==> src/rtl/core/amcp_pkg.sv <==
// Package for the ASCII motor command parser: byte codes, queue sizing,
// token phase enum and the line and result records. No dependencies.
`default_nettype none

package amcp_pkg;

   localparam logic [7:0] NL_BYTE    = 8'd10;
   localparam logic [7:0] COLON_BYTE = 8'd58;
   localparam logic [7:0] PLUS_BYTE  = 8'd43;
   localparam logic [7:0] MINUS_BYTE = 8'd45;
   localparam logic [7:0] ZERO_BYTE  = 8'd48;
   localparam logic [7:0] NINE_BYTE  = 8'd57;
   localparam logic [7:0] SPACE_BYTE = 8'd32;
   localparam logic [7:0] TAB_BYTE   = 8'd9;
   localparam logic [7:0] CR_BYTE    = 8'd13;

   localparam logic [15:0] DRIVE_LIMIT = 16'd255;

   localparam logic [1:0] FIELD_LEFT  = 2'd0;
   localparam logic [1:0] FIELD_RIGHT = 2'd1;
   localparam logic [1:0] FIELD_CHECK = 2'd2;

   // Depth of the line queue and of the result queue (power of two).
   localparam int QUEUE_DEPTH = 2;
   localparam int QPTR_W      = $clog2(QUEUE_DEPTH);
   localparam int QCNT_W      = $clog2(QUEUE_DEPTH + 1);

   typedef enum logic [1:0] {
      PHASE_SKIP,
      PHASE_BLANK,
      PHASE_NUMBER,
      PHASE_DONE
   } phase_type;

   typedef struct packed {
      logic [15:0] left;
      logic [15:0] right;
      logic [15:0] check;
   } line_type;

   typedef struct packed {
      logic [7:0] rt_duty;
      logic       rt_dir;
      logic [7:0] lt_duty;
      logic       lt_dir;
      logic       status;
   } result_type;

endpackage

`default_nettype wire

==> src/rtl/core/amcp_front.sv <==
// Front end of the motor command parser: tokenizes bytes and emits one
// line record per newline. Depends on amcp_pkg.
`default_nettype none

module amcp_front (
   input  wire logic              clock,
   input  wire logic              reset,
   input  wire logic              byte_take,
   input  wire logic [7:0]        rx_byte,
   output logic                   line_push,
   output amcp_pkg::line_type     line_data
);
   import amcp_pkg::*;

   logic [1:0]  field_ff, field_in;
   phase_type   phase_ff, phase_in;
   logic        neg_ff, neg_in;
   logic [15:0] acc_ff, acc_in;
   logic [15:0] left_ff, left_in;
   logic [15:0] right_ff, right_in;

   logic        is_digit;
   logic        is_blank;
   logic [3:0]  digit;
   logic [15:0] acc_next_digit;
   logic [15:0] value;

   assign is_digit = (rx_byte >= ZERO_BYTE) && (rx_byte <= NINE_BYTE);
   assign is_blank = (rx_byte == SPACE_BYTE) || ((rx_byte >= TAB_BYTE) && (rx_byte <= CR_BYTE));
   assign digit    = 4'(rx_byte - ZERO_BYTE);
   // acc * 10 + digit, wrapping at 16 bits
   assign acc_next_digit = {acc_ff[12:0], 3'b000} + {acc_ff[14:0], 1'b0} + {12'd0, digit};
   assign value = neg_ff ? (~acc_ff + 16'd1) : acc_ff;

   always_ff @(posedge clock) begin
      if (reset) begin
         field_ff <= FIELD_LEFT;
         phase_ff <= PHASE_SKIP;
         neg_ff   <= 1'b0;
         acc_ff   <= '0;
         left_ff  <= '0;
         right_ff <= '0;
      end else begin
         field_ff <= field_in;
         phase_ff <= phase_in;
         neg_ff   <= neg_in;
         acc_ff   <= acc_in;
         left_ff  <= left_in;
         right_ff <= right_in;
      end
   end

   always_comb begin
      field_in  = field_ff;
      phase_in  = phase_ff;
      neg_in    = neg_ff;
      acc_in    = acc_ff;
      left_in   = left_ff;
      right_in  = right_ff;
      line_push = 1'b0;
      line_data.left  = (field_ff == FIELD_LEFT) ? value : left_ff;
      line_data.right = (field_ff == FIELD_LEFT)  ? 16'd0 :
                        (field_ff == FIELD_RIGHT) ? value : right_ff;
      line_data.check = (field_ff == FIELD_CHECK) ? value : 16'd0;

      if (byte_take) begin
         if (rx_byte == NL_BYTE) begin
            // close the line; missing fields stay zero
            line_push = 1'b1;
            field_in  = FIELD_LEFT;
            left_in   = '0;
            right_in  = '0;
            phase_in  = PHASE_SKIP;
            neg_in    = 1'b0;
            acc_in    = '0;
         end else if ((rx_byte == COLON_BYTE) && (field_ff != FIELD_CHECK)) begin
            if (phase_ff != PHASE_SKIP) begin
               if (field_ff == FIELD_LEFT) begin
                  left_in = value;
               end else begin
                  right_in = value;
               end
               field_in = field_ff + 2'd1;
               phase_in = PHASE_SKIP;
               neg_in   = 1'b0;
               acc_in   = '0;
            end
         end else begin
            case (phase_ff)
               PHASE_SKIP, PHASE_BLANK: begin
                  if (is_blank) begin
                     phase_in = PHASE_BLANK;
                  end else if ((rx_byte == PLUS_BYTE) || (rx_byte == MINUS_BYTE)) begin
                     neg_in   = (rx_byte == MINUS_BYTE);
                     phase_in = PHASE_NUMBER;
                  end else if (is_digit) begin
                     acc_in   = {12'd0, digit};
                     phase_in = PHASE_NUMBER;
                  end else begin
                     phase_in = PHASE_DONE;
                  end
               end
               PHASE_NUMBER: begin
                  if (is_digit) begin
                     acc_in = acc_next_digit;
                  end else begin
                     phase_in = PHASE_DONE;
                  end
               end
               default: begin
               end
            endcase
         end
      end
   end

   a_field_range: assert property (@(posedge clock) disable iff (reset)
      field_ff != 2'd3)
      else $error("field counter out of range");

   a_newline_clears: assert property (@(posedge clock) disable iff (reset)
      (byte_take && (rx_byte == NL_BYTE)) |=>
         (field_ff == FIELD_LEFT) && (phase_ff == PHASE_SKIP) && (acc_ff == 16'd0))
      else $error("line state not cleared after newline");

endmodule

`default_nettype wire

==> src/rtl/core/amcp_line_queue.sv <==
// Short queue of parsed line records between the parser front and the
// drive back end. Depends on amcp_pkg.
`default_nettype none

module amcp_line_queue (
   input  wire logic              clock,
   input  wire logic              reset,
   input  wire logic              push,
   input  wire amcp_pkg::line_type push_data,
   output logic                   full,
   output logic                   empty,
   input  wire logic              pop,
   output amcp_pkg::line_type     pop_data
);
   import amcp_pkg::*;

   line_type            slot_ff [QUEUE_DEPTH];
   logic [QPTR_W-1:0]   wr_ptr_ff, wr_ptr_in;
   logic [QPTR_W-1:0]   rd_ptr_ff, rd_ptr_in;
   logic [QCNT_W-1:0]   count_ff, count_in;
   logic                do_push, do_pop;

   assign full     = (count_ff == QCNT_W'(QUEUE_DEPTH));
   assign empty    = (count_ff == '0);
   assign do_push  = push && !full;
   assign do_pop   = pop && !empty;
   assign pop_data = slot_ff[rd_ptr_ff];

   always_comb begin
      wr_ptr_in = do_push ? wr_ptr_ff + 1'b1 : wr_ptr_ff;
      rd_ptr_in = do_pop ? rd_ptr_ff + 1'b1 : rd_ptr_ff;
      count_in  = count_ff + QCNT_W'(do_push) - QCNT_W'(do_pop);
   end

   always_ff @(posedge clock) begin
      if (reset) begin
         wr_ptr_ff <= '0;
         rd_ptr_ff <= '0;
         count_ff  <= '0;
      end else begin
         wr_ptr_ff <= wr_ptr_in;
         rd_ptr_ff <= rd_ptr_in;
         count_ff  <= count_in;
      end
   end

   always_ff @(posedge clock) begin
      if (do_push) begin
         slot_ff[wr_ptr_ff] <= push_data;
      end
   end

   a_count_bound: assert property (@(posedge clock) disable iff (reset)
      count_ff <= QCNT_W'(QUEUE_DEPTH))
      else $error("line queue count overflow");

endmodule

`default_nettype wire

==> src/rtl/core/amcp_back.sv <==
// Back end of the motor command parser: checks each line, updates the
// held drive on a match and queues one result per line. Depends on amcp_pkg.
`default_nettype none

module amcp_back (
   input  wire logic              clock,
   input  wire logic              reset,
   input  wire logic              line_valid,
   input  wire amcp_pkg::line_type line_data,
   output logic                   line_pop,
   output logic                   res_empty,
   input  wire logic              res_pop,
   output amcp_pkg::result_type   res_data
);
   import amcp_pkg::*;

   function automatic logic [7:0] drive_mag(input logic [15:0] v);
      logic [15:0] mag;
      mag = v[15] ? (~v + 16'd1) : v;
      return (mag > DRIVE_LIMIT) ? 8'hFF : mag[7:0];
   endfunction

   logic [7:0]          rt_duty_ff, rt_duty_in;
   logic                rt_dir_ff, rt_dir_in;
   logic [7:0]          lt_duty_ff, lt_duty_in;
   logic                lt_dir_ff, lt_dir_in;

   result_type          slot_ff [QUEUE_DEPTH];
   logic [QPTR_W-1:0]   wr_ptr_ff, rd_ptr_ff;
   logic [QCNT_W-1:0]   count_ff;

   logic                res_full;
   logic                take, do_pop;
   logic [16:0]         sum;
   logic                match;
   logic [7:0]          new_rt_duty, new_lt_duty;
   logic                new_rt_dir, new_lt_dir;
   result_type          res_new;

   assign res_full  = (count_ff == QCNT_W'(QUEUE_DEPTH));
   assign res_empty = (count_ff == '0);
   assign take      = line_valid && !res_full;
   assign line_pop  = take;
   assign do_pop    = res_pop && !res_empty;
   assign res_data  = slot_ff[rd_ptr_ff];

   always_comb begin
      sum = {line_data.left[15], line_data.left} + {line_data.right[15], line_data.right};
      match = ({line_data.check[15], line_data.check} == sum);
      new_rt_duty = drive_mag(line_data.right);
      new_lt_duty = drive_mag(line_data.left);
      new_rt_dir  = !line_data.right[15] && (line_data.right != 16'd0);
      new_lt_dir  = line_data.left[15] || (line_data.left == 16'd0);

      rt_duty_in = rt_duty_ff;
      rt_dir_in  = rt_dir_ff;
      lt_duty_in = lt_duty_ff;
      lt_dir_in  = lt_dir_ff;
      if (take && match) begin
         rt_duty_in = new_rt_duty;
         rt_dir_in  = new_rt_dir;
         lt_duty_in = new_lt_duty;
         lt_dir_in  = new_lt_dir;
      end

      res_new.rt_duty = rt_duty_in;
      res_new.rt_dir  = rt_dir_in;
      res_new.lt_duty = lt_duty_in;
      res_new.lt_dir  = lt_dir_in;
      res_new.status  = !match;
   end

   always_ff @(posedge clock) begin
      if (reset) begin
         rt_duty_ff <= '0;
         rt_dir_ff  <= 1'b0;
         lt_duty_ff <= '0;
         lt_dir_ff  <= 1'b0;
         wr_ptr_ff  <= '0;
         rd_ptr_ff  <= '0;
         count_ff   <= '0;
      end else begin
         rt_duty_ff <= rt_duty_in;
         rt_dir_ff  <= rt_dir_in;
         lt_duty_ff <= lt_duty_in;
         lt_dir_ff  <= lt_dir_in;
         if (take) begin
            wr_ptr_ff <= wr_ptr_ff + 1'b1;
         end
         if (do_pop) begin
            rd_ptr_ff <= rd_ptr_ff + 1'b1;
         end
         count_ff <= count_ff + QCNT_W'(take) - QCNT_W'(do_pop);
      end
   end

   always_ff @(posedge clock) begin
      if (take) begin
         slot_ff[wr_ptr_ff] <= res_new;
      end
   end

   a_res_bound: assert property (@(posedge clock) disable iff (reset)
      count_ff <= QCNT_W'(QUEUE_DEPTH))
      else $error("result queue count overflow");

   a_drive_kept: assert property (@(posedge clock) disable iff (reset)
      (take && !match) |=> $stable(rt_duty_ff) && $stable(lt_duty_ff)
         && $stable(rt_dir_ff) && $stable(lt_dir_ff))
      else $error("drive changed on check mismatch");

   a_drive_loaded: assert property (@(posedge clock) disable iff (reset)
      (take && match) |=> (rt_duty_ff == $past(new_rt_duty))
         && (lt_duty_ff == $past(new_lt_duty)))
      else $error("drive not loaded on check match");

endmodule

`default_nettype wire

==> src/rtl/core/ascii_motor_command_parser.sv <==
// Top level of the ASCII motor command parser: parser front, line queue
// and drive back end. Depends on amcp_pkg, amcp_front, amcp_line_queue, amcp_back.
//
// Usage:
//   Request channel: drive req_rx_byte and raise req_push; a byte is taken
//   at each clock edge where req_push is high and req_full is low. Bytes
//   form lines "left:right:check\n"; one byte can be taken every cycle.
//   Response channel: while rsp_empty is low the oldest result sits on the
//   rsp_ ports; raise rsp_pop to take it. One result follows each newline,
//   nothing follows any other byte.
//   Path: a newline pushes its line record into the line queue at the edge
//   that takes it; the drive check then registers its result in the result queue.
//   Throughput: one byte per cycle while req_full is low; the drive check handles
//   one line per cycle, so the two-entry queues only fill when rsp_pop is held low.
//   Stall: with the result queue full the line queue backs up, and once it
//   is full req_full rises and holds all bytes until a result is popped.
//   Reset: synchronous; clears the parser, both queues and the held drive
//   (speeds 0, directions 0).
`default_nettype none

module ascii_motor_command_parser (
   input  wire logic        clock,
   input  wire logic        reset,
   input  wire logic        req_push,
   input  wire logic [7:0]  req_rx_byte,
   output logic             req_full,
   output logic             rsp_empty,
   input  wire logic        rsp_pop,
   output logic [7:0]       rsp_rt_duty,
   output logic             rsp_rt_dir,
   output logic [7:0]       rsp_lt_duty,
   output logic             rsp_lt_dir,
   output logic             rsp_status
);
   import amcp_pkg::*;

   logic       req_take;
   logic       line_push;
   line_type   line_in_data;
   logic       line_full;
   logic       line_empty;
   logic       line_pop;
   line_type   line_out_data;
   result_type res_data;

   // hold all bytes while the line queue cannot take a newline
   assign req_full = line_full;
   assign req_take = req_push && !line_full;

   amcp_front u_front (
      .clock     (clock),
      .reset     (reset),
      .byte_take (req_take),
      .rx_byte   (req_rx_byte),
      .line_push (line_push),
      .line_data (line_in_data)
   );

   amcp_line_queue u_line_queue (
      .clock     (clock),
      .reset     (reset),
      .push      (line_push),
      .push_data (line_in_data),
      .full      (line_full),
      .empty     (line_empty),
      .pop       (line_pop),
      .pop_data  (line_out_data)
   );

   amcp_back u_back (
      .clock      (clock),
      .reset      (reset),
      .line_valid (!line_empty),
      .line_data  (line_out_data),
      .line_pop   (line_pop),
      .res_empty  (rsp_empty),
      .res_pop    (rsp_pop),
      .res_data   (res_data)
   );

   assign rsp_rt_duty = res_data.rt_duty;
   assign rsp_rt_dir  = res_data.rt_dir;
   assign rsp_lt_duty = res_data.lt_duty;
   assign rsp_lt_dir  = res_data.lt_dir;
   assign rsp_status  = res_data.status;

endmodule

`default_nettype wire

==> config.mk <==
export PLATFORM = sky130hd
export DESIGN_NAME = ascii_motor_command_parser
export DESIGN_NICKNAME = d
export VERILOG_FILES = /design/src/rtl/core/amcp_pkg.sv /design/src/rtl/core/amcp_front.sv /design/src/rtl/core/amcp_line_queue.sv /design/src/rtl/core/amcp_back.sv /design/src/rtl/core/ascii_motor_command_parser.sv
export SDC_FILE = /design/constraint.sdc
export NUM_CORES = 1
export LEC_CHECK = 0
export ABC_CLOCK_PERIOD_IN_PS = 12210
export BUFFER_PORTS_ARGS = -buffer_cell sky130_fd_sc_hd__buf_2
export CAP_MARGIN = 20
export CORE_MARGIN = 5
export CORE_UTILIZATION = 50
export DETAILED_ROUTE_END_ITERATION = 12
export HOLD_SLACK_MARGIN = 0.02
export PLACE_DENSITY = 0.63
export RECOVER_POWER = 50
export SYNTH_ARGS = -nofsm -noshare
export SYNTH_HDL_FRONTEND = slang
export SYNTH_SLANG_ARGS = --single-unit
==> constraint.sdc <==
create_clock -name clock -period 12.21 [get_ports clock]
set_clock_uncertainty 0.1 [all_clocks]
set_input_delay 1.221 -clock clock [delete_from_list [all_inputs] [get_ports clock]]
set_output_delay 1.221 -clock clock [all_outputs]
set_load 0.1 [all_outputs]
# Word level (Yosys, flattened, before mapping)
# Memories as Yosys holds them, arrays and structs flattened. A register that Yosys moved wholly into a read port is not among the register bits.
# Cells that the tools add are included.
[totals]
regBits = 79
mem_bits_rw = 134
input_bits = 12
output_inout_bits = 21
wordCells = 156
n_memories = 2
[op_classes]
add_sub_neg = 16
order_cmp = 6
n_eq_ne = 21
muxes = 55
n_bitwise = 3
reduce_logical = 37
[memory_table]
columns = ["name", "words", "word_bits", "rd", "rd_clocked_by_memory_dff", "wr", "line", "text"]
rows = [
  ["u_line_queue.slot_ff", 2, 48, 1, 1, 1, "amcp_line_queue.sv:17", "line_type slot_ff [QUEUE_DEPTH];"],
  ["u_back.slot_ff", 2, 19, 1, 1, 1, "amcp_back.sv:28", "result_type slot_ff [QUEUE_DEPTH];"],
]
[op_table]
columns = ["operator", "count"]
rows = [
  ["$mux W16", 21],
  ["$add A16 B1 Y16 const B", 3],
  ["$not A16 Y16", 3],
  ["$eq A8 B6 Y1 const B", 4],
  ["$gt A16 B8 Y1 const B", 2],
  ["$mux W8", 4],
  ["$pmux W16 S2", 1],
  ["$mux W1", 19],
  ["$mux W2", 9],
  ["$add A16 B16 Y17", 1],
  ["$eq A17 B17 Y1", 1],
  ["$add A16 B16 Y16", 1],
  ["$add A16 B4 Y16", 1],
  ["$logic_not A16 Y1", 1],
  ["$reduce_bool A16 Y1", 1],
  ["$logic_and A1 B1 Y1", 10],
  ["$eq A2 B2 Y1 const B", 4],
  ["$eq A8 B4 Y1 const B", 1],
  ["$ge A8 B4 Y1 const B", 1],
  ["$ge A8 B6 Y1 const B", 1],
  ["$le A8 B4 Y1 const B", 1],
  ["$le A8 B6 Y1 const B", 1],
  ["$logic_not A2 Y1", 4],
  ["$ne A4 B1 Y1 const B", 2],
  ["22 further kinds", 41],
]

# Depth between registers and ports, before layout
[logic_depth]
word_depth = 8
mapped_depth = 21
ltp_nobuf = 13

# By module
# Synthesis repeated with hierarchy kept, for this count alone.
[hier_totals]
cells_unflattened = 1151
hier_area_um2 = 12074.1
[by_module_without_submodules]
columns = ["module", "instances", "cells_each", "area_each_um2", "seq_area_each_um2"]
rows = [
  ["amcp_back", 1, 473, 4430.5, 1601.5],
  ["amcp_front", 1, 500, 3928.8, 1061.0],
  ["amcp_line_queue", 1, 176, 3697.3, 2982.9],
  ["ascii_motor_command_parser", 1, 2, 17.5, 0.0],
]

# Worst setup path before layout
# Ideal clock, no wire load.
[synth_path]
path_kind = "input -> register"
from = "input req_rx_byte[2]"
to = "memory u_line_queue.slot_ff[0][0] (netlist name), enable pin"
setup_time_ns = 0.513
arrival_time_ns = 5.335
t_required_ns = 11.597
slack_ns = 6.263
stages = 5
path_buffers = 2
cell_sequence = "clkbuf_1 > nor3b_1 > nand3_1 > clkbuf_1 > nor3_1"
[synth_between]
elab_chain_cells = 6
[synth_rtl]
columns = ["item", "line", "text"]
rows = [
  ["start: declaration", "ascii_motor_command_parser.sv:25", "input wire logic [7:0] req_rx_byte,"],
  ["$eq A8 B4 Y1", "amcp_front.sv:67", "if (rx_byte == NL_BYTE) begin"],
  ["$mux W1", "amcp_front.sv:67", ""],
  ["$mux W1", "amcp_front.sv:66", "if (byte_take) begin"],
  ["$logic_and A1 B1 Y1", "amcp_line_queue.sv:25", "assign do_push = push && !full;"],
  ["$mux W1", "amcp_line_queue.sv:48", "if (do_push) begin"],
  ["$mux W1 (implied by the code)", "amcp_line_queue.sv:49", "slot_ff[wr_ptr_ff] <= push_data;"],
  ["end: declaration", "amcp_line_queue.sv:17", ""],
]
# Every way passes these cells.

==> metrics.txt <==
status=finished, violations left; failing checks=max-capacitance violations, max-slew violations; CP required=about 12 ns; Yosys top cell by area=edfxtp_1; power density cells=around 170 mW/mm2; Die X=roughly 160 um; register area=between 0.005 and 0.006 mm2; total global-route track usage=0.194; Root Buffer=clkbuf_16; fillcell total=2110; Worst VDD drop=around 0.10 mV; area of the multi-input gates=between 0.005 and 0.006 mm2; per-cell routed wire length=~18 um; pin count of the biggest net entering global routing=between 80 and 90; Initial Util=0.503; fin area=approximately 0.013 mm2; routed vias=8477; CP Max Fanout=42; crit share post-route=0.440; Place WS=around 6.9 ns; synth unique cells=76; critical path arrival=roughly 5.5 ns; antenna violations before repair=0; FF-to-FF path depth=12; Final min period=about 5.4 ns; Yosys reg bits=215; CTS tree=built; Fin. Hold Viols=0; CTS Buf Count=23; syn nets=about 1200; DRT antenna net count=0; Setup TNS=0 ns; EDFF count, synth=134; worst slew pin tran=~3.7 ns; commonest cells in the synthesized netlist=134 x edfxtp_1, 122 x nor2_1, 81 x dfxtp_1; fmax=between 0.15 and 0.2 GHz; synth top area cells=edfxtp_1 34%, dfxtp_1 14%, ha_1 5.6%, nor2_1 3.9%, mux2_2 3.8%; num rows=56; RSZ-0062 raised after global routing=no; # diodes=0; hold_buf cts=0; Lkg Pwr=4.83 nW; first-pass iteration count of the detailed router=5; Final Worst Setup Slack=between 6 and 7 ns; Relative slew margins=-1.50; top-count cell post-synth=edfxtp_1; vias in the first global route=roughly 8000; clock sink total=roughly 220; layout cells sized above 1=0.122; Worst-Skew Late Latency=~0.5 ns; CP Class=flop to flop; Clock transition at path regs=approximately 0.060 ns; Post-CTS Repair Setup Buffers=0; Final setup viols=0; register area share after synthesis=0.483; first-pass GRT wire length=between 40000 and 50000 um; I/O pins=33; DRC Markers=0; CTS HTree Levels=1; WL final=approximately 26000 um; total of max-cap violations=3; Synth warnings=0; clk buf depth=3; critical path cell sequence=buf_4 > mux2i_1 > inv_1 > ha_1 > a21o_1 > a21oi_1 > o32a_1 > o2111ai_1 > nor4_2 > nand4b_2 > nor3_4 > mux2_1; fin. max-slew vios=~190; IO buf count=32; GRT overflow=0; total power=around 0.0022 W; post-synth top area share=0.344; die height=163 um; Worst Setup Start Kind=flop; die area=0.0265 mm2; syn avg cell area=around 11 um2; final net count=1191; GPL Wtd Cong=0.926; critical path endpoint category=flop; cells after synthesis=1109; DR vias/cell=between 5 and 6; area grow syn2layout=9.56%; Core ar.=about 0.023 mm2; post-synth design cell area=between 0.01 and 0.015 mm2; Most used DFF post-synth=edfxtp_1; Critical-path top delay cell=nor3_4; post-cts gate resize count=0; hold depth=2; initial DRC count=581; post-DP HPWL=18900 um; Largest stage delay, worst path=0.81 ns; Placed Area=around 0.012 mm2; Hold WC Path Type=flop to flop; ys async rst share=0; final hold slack=~0.36 ns; worst hold start=u_front.left_ff[3]
worst max-delay path, delay by kind of cell (launching register included):
| family | cells | cell delay, ns |
|---|---|---|
| compound gates | 4 | 0.71 |
| fa+ha+maj | 1 | 0.40 |
| buf+inv | 2 | 0.73 |
| flops | 1 | 0.60 |
| mux | 2 | 0.93 |
| simple gates | 3 | 1.57 |
routing by layer:
layer | wire length [um] | GRT usage | vias to the layer above | share of wire
met2 | 12400 | 0.322 | 193 | 0.48
met4 | 497 | 0.0484 | 0 | 0.019
met1 | 12000 | 0.271 | 4061 | 0.46
met5 | 0 | 0 | - | 0
met3 | 1170 | 0.0243 | 28 | 0.045
li1 | - | - | 4195 | -
path summary, 6_finish.rpt:
path / end / slack [ns]
worst max-delay path: u_back.slot_ff[0][10] / 6.84
worst min-delay path: u_front.left_ff[3] / 0.36
worst max register to register: u_back.slot_ff[0][10] / 6.84
worst min register to register: u_front.left_ff[3] / 0.36
registers in the layout (all words and copies together) (netlist names), 2 cells and up, named ones only:
signal                 count
u_back.count_ff            2
u_line_queue.slot_ff      96
u_back.rt_duty_ff          8
u_front.right_ff          16
u_front.left_ff           16
u_front.field_ff           2
u_front.acc_ff            16
u_back.lt_duty_ff          8
u_front.phase_ff           2
u_back.slot_ff            38
u_line_queue.count_ff      2
kinds of logic (layout without fill, tap and decap cells):
family                     after synthesis  count (layout)  share of synthesized area
and+or+nand+nor                        346             346                      0.153
buffers and inverters                   83             115                     0.0298
adders and majority gates               55              55                     0.0608
muxes                                   78              78                     0.0711
DFF                                    215             215                      0.483
AOI/OAI and AO/OA                      259             259                      0.148
xor gates and xnor gates                73              73                     0.0547
final cells by class:
cell class,instances,share of cell area
sequential,215,0.441
tap,319,0.0312
timing repair buffer,48,0.0219
multi-input combinational,811,0.445
inverter,25,0.00733
clock inverter,11,0.00518
clock buffer,31,0.0481
metrics by stage:
step / instances / utilization
global placement: 1416 / 0.521
detailed placement: 1416 / 0.521
CTS: 1458 / 0.550
floorplan: 1109 / -
finish: 1460 / 0.551
global route: 1460 / 0.551
cells in the final DEF, fill, tap and decap left out, drive strengths merged, types with 9 or more instances in the layout:
cell type,count
edfxtp,134
nor2,122
dfxtp,81
a21oi,77
nand2,54
ha,52
xnor2,43
mux2,40
buf,40
clkbuf,39
mux2i,38
a31oi,35
nor3,35
xor2,30
a22oi,27
inv,27
o21ai,27
nor2b,22
nor4,22
nand3,20
a211oi,18
a311oi,13
a21o,11
and2,11
or3,10
nand2b,9
power by group:
part / internal, W / switching (W)
registers: 0.000817 / 0.0000364
clock network: 0.000356 / 0.000273
logic: 0.000225 / 0.000531
Note: power is estimated with default switching activity, not from simulation.
